$ cat src/rtl/rsti_pkg.sv
// Shared types, constants and the front-to-back command format for the
// radix string-to-integer parser. Depends on nothing; every other file uses it.
`timescale 1ns / 1ps

package rsti_pkg;

  // Field widths fixed by the interface.
  localparam int CH_W     = 8;
  localparam int VALUE_W  = 64;
  localparam int OFFSET_W = 16;
  localparam int BASE_W   = 5;
  localparam int DIGIT_W  = 4;

  // Depth of the command queue between front and back.
  localparam int CMD_DEPTH = 2;

  localparam logic [OFFSET_W-1:0] OFFSET_MAX = '1;

  // Characters of interest.
  localparam logic [CH_W-1:0] CH_NUL  = 8'h00;
  localparam logic [CH_W-1:0] CH_ZERO = 8'h30;
  localparam logic [CH_W-1:0] CH_NINE = 8'h39;
  localparam logic [CH_W-1:0] CH_LA   = 8'h61;
  localparam logic [CH_W-1:0] CH_LF   = 8'h66;
  localparam logic [CH_W-1:0] CH_UA   = 8'h41;
  localparam logic [CH_W-1:0] CH_UF   = 8'h46;
  localparam logic [CH_W-1:0] CH_LX   = 8'h78;
  localparam logic [CH_W-1:0] CH_UX   = 8'h58;

  // Bases.
  localparam logic [BASE_W-1:0] BASE_AUTO = 5'd0;
  localparam logic [BASE_W-1:0] BASE_OCT  = 5'd8;
  localparam logic [BASE_W-1:0] BASE_DEC  = 5'd10;
  localparam logic [BASE_W-1:0] BASE_HEX  = 5'd16;

  // Digit value that marks a character which is no digit in any base.
  localparam logic [BASE_W-1:0] DIGIT_NONE = 5'd16;

  // Parse phase kept by the front.
  typedef enum logic [1:0] {
    PH_START,
    PH_ZERO,
    PH_ZERO_X,
    PH_DIGITS
  } phase_t;

  // Operation the back carries out.
  typedef enum logic {
    CMD_DIGIT,
    CMD_FINISH
  } cmd_op_t;

  // One command: a digit to accumulate, or the end of a parse.
  typedef struct packed {
    cmd_op_t               op;
    logic [DIGIT_W-1:0]    digit;
    logic [BASE_W-1:0]     base;
    logic [OFFSET_W-1:0]   count;
  } cmd_t;

endpackage

$ cat src/rtl/rsti_ifs.sv
// Channel interfaces of the radix string-to-integer parser: the character
// input and the result output. Depends on rsti_pkg for field widths.
`timescale 1ns / 1ps

interface rsti_in_if;
  logic                      valid;
  logic                      ready;
  logic [rsti_pkg::CH_W-1:0] ch;

  modport source (output valid, output ch, input ready);
  modport sink   (input valid, input ch, output ready);
endinterface

interface rsti_out_if;
  logic                          valid;
  logic                          ready;
  logic [rsti_pkg::VALUE_W-1:0]  value;
  logic [rsti_pkg::OFFSET_W-1:0] end_offset;
  logic [rsti_pkg::BASE_W-1:0]   base_used;

  modport source (output valid, output value, output end_offset, output base_used,
                  input ready);
  modport sink   (input valid, input value, input end_offset, input base_used,
                  output ready);
endinterface

$ cat src/rtl/rsti_front.sv
// Front part of the parser: accepts characters, tracks prefix and base and
// issues digit and finish commands. Depends on rsti_pkg and rsti_ifs.
`timescale 1ns / 1ps

module rsti_front (
  input  logic                          clk,
  input  logic                          rst_n,
  rsti_in_if.sink                       in_ch,
  input  logic                          cfg_we,
  input  logic [rsti_pkg::BASE_W-1:0]   cfg_wdata,
  input  logic                          cmd_full,
  output logic                          cmd_push,
  output rsti_pkg::cmd_t                cmd_data
);

  // Digit value of a character, or the no-digit mark.
  function automatic logic [rsti_pkg::BASE_W-1:0] digit_of(
    input logic [rsti_pkg::CH_W-1:0] c
  );
    logic [rsti_pkg::CH_W-1:0] diff;
    diff = '0;
    if (c >= rsti_pkg::CH_ZERO && c <= rsti_pkg::CH_NINE) begin
      diff = c - rsti_pkg::CH_ZERO;
    end else if (c >= rsti_pkg::CH_LA && c <= rsti_pkg::CH_LF) begin
      diff = c - rsti_pkg::CH_LA + 8'd10;
    end else if (c >= rsti_pkg::CH_UA && c <= rsti_pkg::CH_UF) begin
      diff = c - rsti_pkg::CH_UA + 8'd10;
    end else begin
      diff = {3'b000, rsti_pkg::DIGIT_NONE};
    end
    return diff[rsti_pkg::BASE_W-1:0];
  endfunction

  // Base from the radix register, with the automatic default.
  function automatic logic [rsti_pkg::BASE_W-1:0] pick_base(
    input logic [rsti_pkg::BASE_W-1:0] rad,
    input logic [rsti_pkg::BASE_W-1:0] dflt
  );
    logic [rsti_pkg::BASE_W-1:0] b;
    if (rad == rsti_pkg::BASE_AUTO) begin
      b = dflt;
    end else if (rad > rsti_pkg::BASE_HEX) begin
      b = rsti_pkg::BASE_HEX;
    end else begin
      b = rad;
    end
    return b;
  endfunction

  logic [rsti_pkg::BASE_W-1:0]   radix_r;
  rsti_pkg::phase_t              phase_r, phase_nxt;
  logic [rsti_pkg::BASE_W-1:0]   base_r, base_nxt;
  logic [rsti_pkg::OFFSET_W-1:0] count_r, count_nxt;

  logic                          accept;
  logic [rsti_pkg::BASE_W-1:0]   dig;
  logic                          is_x;
  logic                          hold;
  logic                          use_feed;
  logic                          feed_ok;
  logic [rsti_pkg::BASE_W-1:0]   sel_base;
  logic [rsti_pkg::OFFSET_W-1:0] cnt_base;
  logic [rsti_pkg::OFFSET_W-1:0] cnt_inc;

  assign in_ch.ready = !cmd_full;
  assign accept      = in_ch.valid && in_ch.ready;

  // Radix register.
  always_ff @(posedge clk) begin
    if (!rst_n) begin
      radix_r <= rsti_pkg::BASE_AUTO;
    end else if (cfg_we) begin
      radix_r <= cfg_wdata;
    end
  end

  // Classify the character against the current phase.
  always_comb begin
    dig      = digit_of(in_ch.ch);
    is_x     = (in_ch.ch == rsti_pkg::CH_LX) || (in_ch.ch == rsti_pkg::CH_UX);
    hold     = 1'b0;
    use_feed = 1'b0;
    sel_base = base_r;
    cnt_base = count_r;
    unique case (phase_r)
      rsti_pkg::PH_START: begin
        if (in_ch.ch == rsti_pkg::CH_ZERO) begin
          hold = 1'b1;
        end else begin
          sel_base = pick_base(radix_r, rsti_pkg::BASE_DEC);
          cnt_base = '0;
          use_feed = 1'b1;
        end
      end
      rsti_pkg::PH_ZERO: begin
        if (is_x) begin
          hold = 1'b1;
        end else begin
          // The held zero counts as one digit of an octal (or chosen) base.
          sel_base = pick_base(radix_r, rsti_pkg::BASE_OCT);
          cnt_base = 16'd1;
          use_feed = 1'b1;
        end
      end
      rsti_pkg::PH_ZERO_X: begin
        if (dig != rsti_pkg::DIGIT_NONE) begin
          sel_base = pick_base(radix_r, rsti_pkg::BASE_HEX);
          cnt_base = 16'd2;
          use_feed = 1'b1;
        end else begin
          // Rejected prefix: stop at the x, drop this character.
          sel_base = pick_base(radix_r, rsti_pkg::BASE_OCT);
          cnt_base = 16'd1;
        end
      end
      rsti_pkg::PH_DIGITS: begin
        use_feed = 1'b1;
      end
      default: begin
        use_feed = 1'b0;
      end
    endcase
    feed_ok = use_feed && (in_ch.ch != rsti_pkg::CH_NUL) && (dig < sel_base);
    cnt_inc = (cnt_base == rsti_pkg::OFFSET_MAX) ? cnt_base : cnt_base + 16'd1;
  end

  // Next phase, base and count.
  always_comb begin
    phase_nxt = phase_r;
    base_nxt  = base_r;
    count_nxt = count_r;
    if (accept) begin
      if (hold) begin
        phase_nxt = (phase_r == rsti_pkg::PH_START) ? rsti_pkg::PH_ZERO
                                                    : rsti_pkg::PH_ZERO_X;
      end else if (feed_ok) begin
        phase_nxt = rsti_pkg::PH_DIGITS;
        base_nxt  = sel_base;
        count_nxt = cnt_inc;
      end else begin
        phase_nxt = rsti_pkg::PH_START;
        base_nxt  = rsti_pkg::BASE_AUTO;
        count_nxt = '0;
      end
    end
  end

  // Command towards the back.
  always_comb begin
    cmd_push       = accept && !hold;
    cmd_data.op    = feed_ok ? rsti_pkg::CMD_DIGIT : rsti_pkg::CMD_FINISH;
    cmd_data.digit = dig[rsti_pkg::DIGIT_W-1:0];
    cmd_data.base  = sel_base;
    cmd_data.count = cnt_base;
  end

  always_ff @(posedge clk) begin
    if (!rst_n) begin
      phase_r <= rsti_pkg::PH_START;
      base_r  <= rsti_pkg::BASE_AUTO;
      count_r <= '0;
    end else begin
      phase_r <= phase_nxt;
      base_r  <= base_nxt;
      count_r <= count_nxt;
    end
  end

`ifndef NO_ASSERTIONS
  // A finish always returns the front to the start of a new string.
  a_finish_restarts: assert property (@(posedge clk) disable iff (!rst_n)
    cmd_push && cmd_data.op == rsti_pkg::CMD_FINISH |=>
      phase_r == rsti_pkg::PH_START && count_r == '0)
    else $error("front did not restart after a finish");

  // A digit command carries a digit below a real base.
  a_digit_in_base: assert property (@(posedge clk) disable iff (!rst_n)
    cmd_push && cmd_data.op == rsti_pkg::CMD_DIGIT |->
      cmd_data.base != rsti_pkg::BASE_AUTO && {1'b0, cmd_data.digit} < cmd_data.base)
    else $error("digit command outside its base");
`endif

endmodule

$ cat src/rtl/rsti_cmd_fifo.sv
// Short command queue between the parser front and back.
// Depends on rsti_pkg for the command type and depth.
`timescale 1ns / 1ps

module rsti_cmd_fifo (
  input  logic           clk,
  input  logic           rst_n,
  input  logic           push,
  input  rsti_pkg::cmd_t push_data,
  output logic           full,
  input  logic           pop,
  output logic           valid,
  output rsti_pkg::cmd_t head
);

  localparam int PTR_W = (rsti_pkg::CMD_DEPTH > 1) ? $clog2(rsti_pkg::CMD_DEPTH) : 1;
  localparam int CNT_W = $clog2(rsti_pkg::CMD_DEPTH + 1);
  localparam logic [PTR_W-1:0] PTR_LAST = PTR_W'(rsti_pkg::CMD_DEPTH - 1);
  localparam logic [CNT_W-1:0] CNT_FULL = CNT_W'(rsti_pkg::CMD_DEPTH);

  rsti_pkg::cmd_t   slot_r [rsti_pkg::CMD_DEPTH];
  logic [PTR_W-1:0] wr_ptr_r, wr_ptr_nxt;
  logic [PTR_W-1:0] rd_ptr_r, rd_ptr_nxt;
  logic [CNT_W-1:0] cnt_r, cnt_nxt;

  assign full  = (cnt_r == CNT_FULL);
  assign valid = (cnt_r != '0);
  assign head  = slot_r[rd_ptr_r];

  // Pointer and fill updates.
  always_comb begin
    wr_ptr_nxt = wr_ptr_r;
    rd_ptr_nxt = rd_ptr_r;
    cnt_nxt    = cnt_r;
    if (push) begin
      wr_ptr_nxt = (wr_ptr_r == PTR_LAST) ? '0 : wr_ptr_r + 1'b1;
    end
    if (pop) begin
      rd_ptr_nxt = (rd_ptr_r == PTR_LAST) ? '0 : rd_ptr_r + 1'b1;
    end
    if (push && !pop) begin
      cnt_nxt = cnt_r + 1'b1;
    end else if (pop && !push) begin
      cnt_nxt = cnt_r - 1'b1;
    end
  end

  always_ff @(posedge clk) begin
    if (!rst_n) begin
      wr_ptr_r <= '0;
      rd_ptr_r <= '0;
      cnt_r    <= '0;
    end else begin
      wr_ptr_r <= wr_ptr_nxt;
      rd_ptr_r <= rd_ptr_nxt;
      cnt_r    <= cnt_nxt;
    end
  end

  // Slot storage.
  always_ff @(posedge clk) begin
    if (push) begin
      slot_r[wr_ptr_r] <= push_data;
    end
  end

`ifndef NO_ASSERTIONS
  a_no_overflow: assert property (@(posedge clk) disable iff (!rst_n)
    push |-> !full || pop)
    else $error("command queue overflow");

  a_no_underflow: assert property (@(posedge clk) disable iff (!rst_n)
    pop |-> valid)
    else $error("command queue underflow");
`endif

endmodule

$ cat src/rtl/rsti_back.sv
// Back part of the parser: runs the multiply-add accumulator and holds the
// result register. Depends on rsti_pkg and rsti_ifs.
`timescale 1ns / 1ps

module rsti_back (
  input  logic           clk,
  input  logic           rst_n,
  input  logic           cmd_valid,
  input  rsti_pkg::cmd_t cmd_head,
  output logic           cmd_pop,
  rsti_out_if.source     out_res
);

  logic [rsti_pkg::VALUE_W-1:0]  acc_r, acc_nxt;
  logic                          out_valid_r, out_valid_nxt;
  logic [rsti_pkg::VALUE_W-1:0]  value_r;
  logic [rsti_pkg::OFFSET_W-1:0] offset_r;
  logic [rsti_pkg::BASE_W-1:0]   base_used_r;
  logic                          slot_free;
  logic                          do_finish;
  logic [rsti_pkg::VALUE_W-1:0]  product;

  assign out_res.valid      = out_valid_r;
  assign out_res.value      = value_r;
  assign out_res.end_offset = offset_r;
  assign out_res.base_used  = base_used_r;

  // A digit never waits; a finish waits for the result register.
  assign slot_free = !out_valid_r || out_res.ready;
  assign cmd_pop   = cmd_valid && (cmd_head.op == rsti_pkg::CMD_DIGIT || slot_free);
  assign do_finish = cmd_pop && cmd_head.op == rsti_pkg::CMD_FINISH;

  // Accumulate value*base+digit, wrapping at the word width.
  always_comb begin
    product       = acc_r * {{(rsti_pkg::VALUE_W-rsti_pkg::BASE_W){1'b0}}, cmd_head.base};
    acc_nxt       = acc_r;
    out_valid_nxt = out_valid_r;
    if (out_res.ready) begin
      out_valid_nxt = 1'b0;
    end
    if (cmd_pop) begin
      if (cmd_head.op == rsti_pkg::CMD_DIGIT) begin
        acc_nxt = product +
                  {{(rsti_pkg::VALUE_W-rsti_pkg::DIGIT_W){1'b0}}, cmd_head.digit};
      end else begin
        acc_nxt       = '0;
        out_valid_nxt = 1'b1;
      end
    end
  end

  always_ff @(posedge clk) begin
    if (!rst_n) begin
      acc_r       <= '0;
      out_valid_r <= 1'b0;
    end else begin
      acc_r       <= acc_nxt;
      out_valid_r <= out_valid_nxt;
    end
  end

  // Result payload, loaded on a finish.
  always_ff @(posedge clk) begin
    if (do_finish) begin
      value_r     <= acc_r;
      offset_r    <= cmd_head.count;
      base_used_r <= cmd_head.base;
    end
  end

`ifndef NO_ASSERTIONS
  // A finish presents a result and starts the next value from zero.
  a_finish_loads: assert property (@(posedge clk) disable iff (!rst_n)
    do_finish |=> out_valid_r && acc_r == '0)
    else $error("finish did not load the result");

  // A pending result is never overwritten.
  a_no_overwrite: assert property (@(posedge clk) disable iff (!rst_n)
    out_valid_r && !out_res.ready |-> !do_finish)
    else $error("result overwritten before transfer");
`endif

endmodule

$ cat src/rtl/radix_string_to_integer.sv
// Top level of the radix string-to-integer parser: joins front, command
// queue and back. Depends on rsti_pkg, rsti_ifs and the three sub-modules.
`timescale 1ns / 1ps

// The block takes one character per transfer and sustains one character per
// clock cycle while the command queue has room. A NUL or the first character
// that is not a digit of the base ends the parse and yields one result (value,
// end offset, base used), which waits in an output register while further
// characters are taken. The front decides prefix and base from the character
// alone, so nothing loops back from the accumulator; the cycle time is set by
// the 64 by 5 bit multiply-add in the back. The two-entry command queue lets
// the front keep accepting while a finished result waits to be taken. Write
// radix only while the block is idle; a value of 0 selects automatic
// detection of decimal, octal or hex.

module radix_string_to_integer (
  input  logic                        clk,
  input  logic                        rst_n,
  rsti_in_if.sink                     in_ch,
  rsti_out_if.source                  out_res,
  input  logic                        cfg_we,
  input  logic [rsti_pkg::BASE_W-1:0] cfg_wdata
);

  logic           cmd_push;
  rsti_pkg::cmd_t cmd_data;
  logic           cmd_full;
  logic           cmd_pop;
  logic           cmd_valid;
  rsti_pkg::cmd_t cmd_head;

  // Character classification and base tracking.
  rsti_front u_front (
    .clk       (clk),
    .rst_n     (rst_n),
    .in_ch     (in_ch),
    .cfg_we    (cfg_we),
    .cfg_wdata (cfg_wdata),
    .cmd_full  (cmd_full),
    .cmd_push  (cmd_push),
    .cmd_data  (cmd_data)
  );

  // Decoupling queue.
  rsti_cmd_fifo u_cmd_fifo (
    .clk       (clk),
    .rst_n     (rst_n),
    .push      (cmd_push),
    .push_data (cmd_data),
    .full      (cmd_full),
    .pop       (cmd_pop),
    .valid     (cmd_valid),
    .head      (cmd_head)
  );

  // Accumulation and result register.
  rsti_back u_back (
    .clk       (clk),
    .rst_n     (rst_n),
    .cmd_valid (cmd_valid),
    .cmd_head  (cmd_head),
    .cmd_pop   (cmd_pop),
    .out_res   (out_res)
  );

endmodule
$ cat src/flat_wrapper.sv
// flat-port wrapper written by rule: the top's interface ports become plain ports
module radix_string_to_integer_flat 
  (clk, rst_n, cfg_we, cfg_wdata, in_ch_valid, in_ch_ch, in_ch_ready, out_res_valid, out_res_value, out_res_end_offset, out_res_base_used, out_res_ready);
  rsti_in_if in_ch_i ();
  rsti_out_if out_res_i ();
  input  logic clk;
  input  logic rst_n;
  input  logic cfg_we;
  input  logic [rsti_pkg::BASE_W-1:0] cfg_wdata;
  input wire logic [$bits(in_ch_i.valid)-1:0] in_ch_valid;
  input wire logic [$bits(in_ch_i.ch)-1:0] in_ch_ch;
  output wire logic [$bits(in_ch_i.ready)-1:0] in_ch_ready;
  output wire logic [$bits(out_res_i.valid)-1:0] out_res_valid;
  output wire logic [$bits(out_res_i.value)-1:0] out_res_value;
  output wire logic [$bits(out_res_i.end_offset)-1:0] out_res_end_offset;
  output wire logic [$bits(out_res_i.base_used)-1:0] out_res_base_used;
  input wire logic [$bits(out_res_i.ready)-1:0] out_res_ready;
  assign in_ch_i.valid = in_ch_valid;
  assign in_ch_i.ch = in_ch_ch;
  assign in_ch_ready = in_ch_i.ready;
  assign out_res_valid = out_res_i.valid;
  assign out_res_value = out_res_i.value;
  assign out_res_end_offset = out_res_i.end_offset;
  assign out_res_base_used = out_res_i.base_used;
  assign out_res_i.ready = out_res_ready;
  radix_string_to_integer u_core (.clk(clk), .rst_n(rst_n), .in_ch(in_ch_i), .out_res(out_res_i), .cfg_we(cfg_we), .cfg_wdata(cfg_wdata));
endmodule
$ cat config.mk
export PLATFORM = sky130hd
export DESIGN_NAME = radix_string_to_integer_flat
export DESIGN_NICKNAME = d
export VERILOG_FILES = /design/src/rtl/rsti_pkg.sv /design/src/rtl/rsti_ifs.sv /design/src/rtl/rsti_front.sv /design/src/rtl/rsti_cmd_fifo.sv /design/src/rtl/rsti_back.sv /design/src/rtl/radix_string_to_integer.sv /design/src/flat_wrapper.sv
export SDC_FILE = /design/constraint.sdc
export NUM_CORES = 1
export LEC_CHECK = 0
export BUFFER_PORTS_ARGS = -buffer_cell sky130_fd_sc_hd__buf_2
export CORE_MARGIN = 1
export CORE_UTILIZATION = 50
export CTS_CLUSTER_SIZE = 12
export DETAILED_ROUTE_END_ITERATION = 8
export MAX_ROUTING_LAYER = met4
export PLACE_DENSITY_LB_ADDON = 0.2
export RECOVER_POWER = 100
export SLEW_MARGIN = 30
export SYNTH_ARGS = -nofsm -noshare
export SYNTH_HDL_FRONTEND = slang
export SYNTH_SLANG_ARGS = --single-unit
$ cat constraint.sdc
create_clock -name clk -period 7.1 [get_ports clk]
set_clock_uncertainty 0.2 [all_clocks]
set_input_delay 0 -clock clk [delete_from_list [all_inputs] [get_ports clk]]
set_output_delay 0 -clock clk [all_outputs]
set_load 0.005 [all_outputs]
==> run metrics, run 1 <==
Finished Layout Cells 2745; final worst path period share 0.9228; Post-Route WL 48.17 mm; Most used DFF post-synth edfxtp_1; initial antenna violation count 0; final core occ 0.5615; Setup TNS 0 ps; max frequency 152.6 MHz; part of the Yosys area used for sequential elements 0.3023; Post-synth EDFFs 137; RSZ-0062 raised after global routing false; most frequent cells in the layout inv_1 (329), nor2b_1 (185), fa_1 (182), nand2_1 (159), and2_1 (143); Post-DP HPWL 34.48 mm; port buffer count 104; hold_ws 38.90 ps; worst-skew pair later-pin latency 570 ps; minimum clock period 6552 ps; Max Cap Violations 4; DRT Pass-1 Iters 6; gpl congestion 0.9602; Core Box Area 0.03964 mm2; Synth top area share 0.2047; Syn Std Cell Area 0.02010 mm2; Hold Path Stages 4; Hold Violations, Final 0; first-pass GRT wire length 80.05 mm; worst reg2reg path depth 19; Post-Syn Instances 2104; crit path capture type register; CTS HTree Levels 1; Synth warnings 0; Leak 9.671 nW; Top Ports 105; most common cell after layout, fill and taps aside inv_1; site row count 73; Die Ht 202.5 um; Layout Nets 2534; failing checks capacitance limit, slew limit; Crit Path Category reg -> reg; total track usage 0.2496; setup slack, reg-to-reg 550 ps; Synth cell types 81; die footprint 0.04100 mm2; largest net degree at the start of global routing 76; largest area contributor in the synthesized netlist edfxtp_1; vias in the first global route 15.40k; Pwr Density 205.6 mW/mm2; Synthesized Nets 2439; ranking of synthesized cells by area edfxtp_1 (20%), fa_1 (18%), dfxtp_1 (9.8%); ys async rst share 0; Critical Path Start Type register; CTS root buffer clkbuf_16; DRC violations left 0; FF+latch count, synth 235; Inserted Clock Buffers 28; CTS tree built; initial DRC count 819; WP data required 7380 ps; clock-pin slew on the worst setup and hold paths 60 ps; GRT overflow 0; share of layout cells above drive strength 1 0.07297; DR vias 14.98k; starting density of the core 0.5069; final setup fails 0; Tightest Hold Check Type in -> reg; Avg Synthesized Cell Area 9.551 um2; maximum clock path buffer count 3; outcome finished with violations; crit path DAT 6830 ps; Pins Over Slew Limit 164; Syn-to-layout area delta 10.76%; die width 202.5 um; routed len/inst 17.55 um; Post-Place Cells 2663; actual slew at the worst max-slew pin 2605 ps; clock sink count 235; Slew HR -0.7364; via density per instance 5.459; Post-DRT Antenna Nets 0; largest fanout on the critical path 44; Ant. Diodes 0; Max VDD drop 185.2 uV
[final cells by class]
cell class                 count  area (um2)
tap                          525       656.9
sequential                   235        6076
multi-input combinational   1451       12390
fill                        3592       17380
inverter                     330        1239
clock buffer                  34       785.8
clock inverter                17       186.4
timing repair buffer         153       920.9
[cells in the mapped netlist, types with 10 or more instances]
cell / number
inv_1: 329
nor2b_1: 185
fa_1: 182
nand2_1: 160
and2_1: 155
edfxtp_1: 137
ha_1: 135
dfxtp_1: 98
a21oi_1: 89
clkbuf_1: 71
o21ai_0: 58
nor2_1: 55
xnor2_1: 41
a21o_1: 40
a22oi_1: 34
xor2_1: 27
mux2_2: 25
and3_1: 24
nand3_1: 20
nand4_1: 19
nor3_1: 18
o21ai_1: 18
o21bai_1: 12
a31oi_1: 11
mux2i_1: 10
o21a_1: 10
[stage by stage]
step                      power, mW  instance area (um2)  worst slack (ps)
final                         4.576                22260             548.2
after detailed placement      3.097                21120             738.1
after global placement        3.076                21120             858.7
after global routing          4.820                22260             232.4
after floorplan               2.563                20100              1215
after CTS                     4.662                22400             707.1
[path summary, 6_finish.rpt]
check / start / end
worst max-delay path: register / u_core.u_back.acc_r[56]$_SDFFE_PN0P_
worst min-delay path: in_ch_ch[7] / u_core.u_cmd_fifo.slot_r[0][23]$_DFFE_PP_
worst max register to register: register / u_core.u_back.acc_r[56]$_SDFFE_PN0P_
worst min register to register: u_core.u_front.count_r[14]$_SDFFE_PN0P_ / u_core.u_front.count_r[14]$_SDFFE_PN0P_
[flip-flops by register name (all words and copies together) (netlist names), named ones only]
signal / flops
u_core.u_front.base_r: 5
u_core.u_cmd_fifo.slot_r: 52
u_core.u_back.out_res.base_used: 5
u_core.u_front.radix_r: 5
u_core.u_cmd_fifo.cnt_r: 2
u_core.u_back.out_res.value: 64
u_core.u_back.out_res.valid: 1
u_core.u_cmd_fifo.rd_ptr_r: 1
u_core.u_front.count_r: 16
u_core.u_back.out_res.end_offset: 16
u_core.u_back.acc_r: 64
u_core.u_cmd_fifo.wr_ptr_r: 1
u_core.u_front.phase_r: 2
[report_power, final]
part           internal (mW)  switching (mW)
logic                  0.340           0.870
clock network          0.926           0.597
registers               1.76          0.0864
[layer usage]
| layer | wire length [um] | GRT usage | vias up |
|---|---|---|---|
| met4 | 971 | 0.06257 | 0 |
| met1 | 22360 | 0.3320 | 7491 |
| met3 | 1793 | 0.02376 | 68 |
| met5 | 0 | - | - |
| met2 | 23040 | 0.4106 | 329 |
| li1 | - | - | 7096 |
[cell families (layout without fill, tap and decap cells)]
family	count (synthesis)	count (layout)	synth area share
and+or+nand+nor	690	690	0.1902
xor gates and xnor gates	68	68	0.02964
buffers and inverters	418	534	0.08013
muxes	35	35	0.01899
AOI/OAI and AO/OA	341	341	0.1133
DFF	235	235	0.3023
adders and majority gates	317	317	0.2654
[critical path, cell delays in order, from the launching register on]
cell       delay [ps]
dfxtp_1           330
buf_4             210
mux2_2            680
and2_0            330
fa_1              510
inv_1              60
fa_1              510
fa_1              550
inv_1              40
ha_1              400
nand2_1           230
nand4b_1          270
nor3_1            210
o21ai_0           280
a2111oi_2         650
o2111ai_1         280
a31oi_1           270
a21oi_1           100
xor2_1            150
o21ai_0           160
[repair_timing]
action                                 4_1_cts  5_1_grt
hold buffers                                31        0
setup buffers                                0        0
endpoints found under the hold margin       74        0
resized for setup                            0        0
Note: power is estimated with default switching activity, not from simulation.
==> run 2, diff against run 1 <==
Settings changed: HOLD_SLACK_MARGIN from default to 0.12.
==> run 2 against run 1 <==
Against the previous run:
- the run still ends with capacitance limit, slew limit left
- fmax barely moved
- sequential share of layout area down 0.14 points
- sequential power hardly changed
- combinational power barely moved
- via count increased by 0.16%
- global-route usage rose by 0.21 points
- clock power barely moved
- utilization rose by 0.28 points
- critical path type unchanged
- final cell count increased by 0.47%
- sequential cell count is the same
==> run metrics, run 2 (same netlist as run 1, synthesis figures left out) <==
Critical Path Start Type register; Setup TNS 0 ps (unchanged); Tightest Hold Check Type reg -> reg; Max VDD drop 185.8 uV (+0.33%); setup slack, reg-to-reg 550 ps (about the same); site row count 73 (unchanged); max frequency 152.6 MHz (about the same); CTS root buffer clkbuf_16; Crit Path Category reg -> reg; post-route cell area 0.02237 mm2 (+0.50%); Hold Violations, Final 0 (unchanged); crit path capture type register; clock-pin slew on the worst setup and hold paths 60 ps (about the same); outcome finished with violations; Max Cap Violations 4 (unchanged); DR vias 15.01k (+0.16%); DRC violations left 0 (unchanged); Inserted Clock Buffers 28 (unchanged); gpl congestion 0.9602 (unchanged); most frequent cells in the layout inv_1 (329), nor2b_1 (185), fa_1 (182), nand2_1 (159), and2_1 (143); DP Area 0.02112 mm2 (unchanged); DRT Pass-1 Iters 7 (+1); vias in the first global route 15.50k (+0.62%); final core occ 0.5643 (+0.002809); final setup margin 545.4 ps (-2.828 ps); port buffer count 104 (unchanged); Post-DRT Antenna Nets 0 (unchanged); GRT overflow 0 (unchanged); Top Ports 105 (unchanged); CTS tree built; largest net degree at the start of global routing 76 (unchanged); minimum clock period 6555 ps (+2.828 ps); actual slew at the worst max-slew pin 2617 ps (+12.48 ps); Layout Nets 2547 (+0.51%); Post-DP HPWL 34.48 mm (unchanged); maximum clock path buffer count 3 (unchanged); share of layout cells above drive strength 1 0.07255 (-0.0004248); initial antenna violation count 0 (unchanged); Pins Over Slew Limit 164 (unchanged); final setup fails 0 (unchanged); hold_ws 300.6 ps (+261.7 ps); Core Box Area 0.03964 mm2 (unchanged); Slew HR -0.7447 (-0.008320); Post-Place Cells 2663 (unchanged); Pwr Density 205.1 mW/mm2 (-0.25%); worst-skew pair later-pin latency 570 ps (about the same); Final Total Pwr 4.588 mW (+0.25%); RSZ-0062 raised after global routing false; Ant. Diodes 0 (unchanged); routed len/inst 17.60 um (+0.29%); crit path DAT 6830 ps (about the same); die footprint 0.04100 mm2 (unchanged); total track usage 0.2517 (+0.002105); starting density of the core 0.5069 (unchanged); most common cell after layout, fill and taps aside inv_1; CTS HTree Levels 1 (unchanged); clock sink count 235 (unchanged); via density per instance 5.442 (-0.31%); Syn-to-layout area delta 11.31%; die width 202.5 um (unchanged); Die Ht 202.5 um (unchanged); Leak 9.726 nW (+0.57%); initial DRC count 865 (+5.6%); Post-Route WL 48.54 mm (+0.77%); WP data required 7380 ps (about the same); Finished Layout Cells 2758 (+0.47%); largest fanout on the critical path 44 (unchanged); failing checks capacitance limit, slew limit; final worst path period share 0.9232 (about the same); first-pass GRT wire length 80.67 mm (+0.78%); Place WS 738.1 ps (unchanged)
-- run 2: changes by cell type in the layout (fill, tap and decap cells not counted), sizes merged --
cell and change:
clkbuf +1, dlygate4sd3 +13, buf -1
-- run 2: timing repair --
| action | 4_1_cts | 5_1_grt |
|---|---|---|
| hold buffers | 44 | 0 |
| gates resized for setup | 0 | 0 |
| hold endpoints to repair | 133 | 0 |
| setup buffers | 0 | 0 |
-- run 2: area by class of cell --
type | count | area [um2]
clock buffers | 34 | 785.8
clock inverters | 17 | 186.4
fillers | 3575 | 17270
inverters | 330 | 1239
multi-input cells | 1451 | 12370
flip-flops and latches | 235 | 6076
well taps | 525 | 656.9
repair buffers | 166 | 1051
-- run 2: path summary, 6_finish.rpt --
kind                                                                end                                    start  depth (start not counted)
worst max-delay path               u_core.u_back.acc_r[56]$_SDFFE_PN0P_                                 register                         19
worst min-delay path            u_core.u_front.count_r[14]$_SDFFE_PN0P_  u_core.u_front.count_r[14]$_SDFFE_PN0P_                          2
worst max register to register     u_core.u_back.acc_r[56]$_SDFFE_PN0P_                                 register                         19
worst min register to register  u_core.u_front.count_r[14]$_SDFFE_PN0P_  u_core.u_front.count_r[14]$_SDFFE_PN0P_                          2
-- run 2: critical path, stage by stage (launching register included) --
cell	delay [ps]
dfxtp_1	330
buf_4	210
mux2_2	680
and2_0	330
fa_1	510
inv_1	60
fa_1	510
fa_1	550
inv_1	40
ha_1	390
nand2_1	230
nand4b_1	270
nor3_1	200
o21ai_0	280
a2111oi_2	670
o2111ai_1	280
a31oi_1	270
a21oi_1	100
xor2_1	150
o21ai_0	160
-- run 2: per-layer routing --
metal,wire (um),share of wire,global-route usage,vias to the layer above
li1,-,-,-,7117
met1,22580,0.47,0.3348,7516
met3,1779,0.037,0.02376,67
met4,962,0.020,0.06257,0
met2,23220,0.48,0.4145,308
met5,0,0,-,-
-- run 2: report_power, final --
| group | switching [mW] | total [mW] | internal (mW) |
|---|---|---|---|
| sequential | 0.0878 | 1.84 | 1.76 |
| clock | 0.601 | 1.53 | 0.926 |
| combinational | 0.873 | 1.22 | 0.344 |
==> run 3, diff against run 2 <==
Settings changed: BUFFER_PORTS_ARGS -buffer_cell sky130_fd_sc_hd__buf_2 to default, DONT_BUFFER_PORTS from default to 1, PLACE_DENSITY_LB_ADDON 0.2 to 0.1.
Clock period 7.1 ns to 5.9 ns, I/O delays scaled along.
==> run 3 against run 2 <==
Against the previous run:
- the flow still finishes with violations (capacitance limit, slew limit)
- largest cell class unchanged
- final cell count is 1.7% lower
- largest power group unchanged
- sequential share of layout area is 0.19 points lower
- wire length is 0.31% lower
- hold slack worse by 180 ps
- fmax is 16% higher
- register-to-register slack worse by 310 ps
==> run metrics, run 3 (same netlist as run 1, synthesis figures left out) <==
GRT overflow 0 (unchanged); total track usage 0.2498 (-0.001879); Inserted Clock Buffers 29 (+3.6%); Pwr Density 247.0 mW/mm2 (+20%); final setup fails 0 (unchanged); site row count 73 (unchanged); max frequency 176.5 MHz (+16%); Post-Route WL 48.39 mm (-0.31%); Top Ports 105 (unchanged); Net Sw Frac 0.3333 (-0.007135); Core Box Area 0.03964 mm2 (unchanged); Place WS 154.7 ps (-583.4 ps); Comb power frac 0.243 (-0.022); CTS root buffer clkbuf_16; DRC violations left 0 (unchanged); Buf+Inv Stages, Crit Path 3 (unchanged); routed len/inst 17.85 um (+1.4%); largest net degree at the start of global routing 76 (unchanged); port buffer count 0 (-100%); Crit Path Category reg -> reg; Flop pwr share 0.405 (+0.003); RSZ-0062 raised after global routing false; final setup margin 233.0 ps (-312.3 ps); CTS tree built; crit path capture type register; first-pass GRT wire length 79.78 mm (-1.1%); P_int 3.710 mW (+23%); CP max stage delay 540 ps (-140 ps); Tightest Hold Check Type in -> reg; die footprint 0.04100 mm2 (unchanged); maximum clock path buffer count 3 (unchanged); share of layout cells above drive strength 1 0.08234 (+0.009794); Leak 9.753 nW (+0.27%); failing checks capacitance limit, slew limit; most common cell after layout, fill and taps aside inv_1; Finished Layout Cells 2711 (-1.7%); Top Family by Delay on Critical Path adder cells; most frequent CP cell fa_1; minimum clock period 5667 ps (-887.7 ps); die width 202.5 um (unchanged); final core occ 0.5685 (+0.004167); Die Ht 202.5 um (unchanged); initial antenna violation count 0 (unchanged); most frequent cells in the layout inv_1 (329), nor2b_1 (185), fa_1 (182), nand2_1 (159), and2_1 (144); DRT Pass-1 Iters 5 (-2); actual slew at the worst max-slew pin 1870 ps (-746.7 ps); Setup TNS 0 ps (unchanged); Slew HR -0.2469 (+0.4978); Post-Place Cells 2615 (-1.8%); Critical Path Start Type register; crit path DAT 5890 ps (-940 ps); Max VDD drop 264.1 uV (+42%); Slowest-stage cell, CP fa_1; Levels on crit path 19 (unchanged); clock-pin slew on the worst setup and hold paths 60 ps (about the same); DR vias 14.58k (-2.9%); outcome finished with violations; WP data required 6130 ps (-1250 ps); gpl congestion 0.8984 (-6.4%); initial DRC count 736 (-15%); Max Cap Violations 1 (-3); Layout Nets 2498 (-1.9%); via density per instance 5.377 (-1.2%); final worst path period share 0.9605 (+0.03732); Hold Path Stages 4 (+2); largest fanout on the critical path 36 (-18%); worst-skew pair later-pin latency 590 ps (+20 ps); Post-DRT Antenna Nets 0 (unchanged); starting density of the core 0.5069 (unchanged); CP cell instances mux2_2 > buf_12 > and2_1 > fa_1 > inv_1 > fa_1 > fa_1 > inv_1 > ha_1 > a21o_1 > a21o_1 > a21oi_1 > o221a_2 > o21a_1 > o311ai_1 > or2_4 > a311o_1 > a311oi_1 > o31ai_1; CTS HTree Levels 1 (unchanged); Syn-to-layout area delta 12.13%; Post-DP HPWL 35.49 mm (+2.9%); vias in the first global route 15.26k (-1.6%); Net Switching 1.855 mW (+19%); Hold Violations, Final 0 (unchanged); worst reg2reg path depth 19 (unchanged); Pins Over Slew Limit 18 (-89%); clock share of power 0.352 (+0.019); Ant. Diodes 0 (unchanged); clock sink count 235 (unchanged)
-- run 3: changes by cell type in the layout (fill, tap and decap cells not counted), moves of 5 or more --
cell	change
mux2_1	-6
o21ai_0	-11
clkinv_2	-5
mux2_2	+6
buf_2	-61
o21ai_1	+10
dlygate4sd3_1	-5
clkbuf_1	-35
buf_4	+46
-- run 3: worst paths after layout --
check                                           from                                 endpoint  slack [ps]
min                                    out_res_ready   u_core.u_back.out_res.valid$_SDFF_PN0_         120
min reg2reg  u_core.u_front.count_r[14]$_SDFFE_PN0P_  u_core.u_front.count_r[14]$_SDFFE_PN0P_         300
max                                         register     u_core.u_back.acc_r[61]$_SDFFE_PN0P_         230
max reg2reg                                 register     u_core.u_back.acc_r[61]$_SDFFE_PN0P_         230
-- run 3: power by group through the flow --
stage	Sequential [mW]	Clock (mW)	Combinational (mW)
2_1_floorplan	2.26	0	0.827
3_3_place_gp	2.28	0	1.33
3_5_place_dp	2.29	0	1.34
4_1_cts	2.26	2.01	1.39
5_1_grt	2.28	2.06	1.49
6_report	2.25	1.96	1.35
-- run 3: cell type report --
| class | count | area [um2] |
|---|---|---|
| fill | 3611 | 17110 |
| multi-input combinational | 1451 | 12470 |
| sequential | 235 | 6077 |
| inverter | 330 | 1239 |
| timing repair buffer | 116 | 1032 |
| clock buffer | 40 | 838.3 |
| tap | 525 | 656.9 |
| clock inverter | 14 | 217.7 |
-- run 3: per-layer routing --
layer  vias up  share of wire  GRT usage
met4         0          0.023    0.06847
li1       7028              -          -
met1      7202           0.45     0.3220
met5         -              0          -
met3        81          0.037    0.03098
met2       267           0.49     0.4149
-- run 3: stage by stage --
stage	power [mW]	hold slack [ps]	area, um2
global placement	3.614	-59.59	21060
finish	5.565	124.8	22530
floorplan	3.084	-30.42	20100
global route	5.828	147.8	22530
CTS	5.652	138.0	22540
detailed placement	3.627	-57.68	21070
-- run 3: worst register-to-register path, delay by kind of cell, from the launching register on --
family,cells,cell delay [ps]
compound gates,9,1810
fa+ha+maj,4,1860
buf+inv,3,280
flops,1,370
mux,1,420
simple gates,2,550
-- run 3: repair_timing --
item | in CTS | in global routing
setup buffers | 0 | 2
resized for setup | 0 | 17
setup endpoints to repair | 0 | 28
endpoints found under the hold margin | 152 | 0
hold buffers | 40 | 0
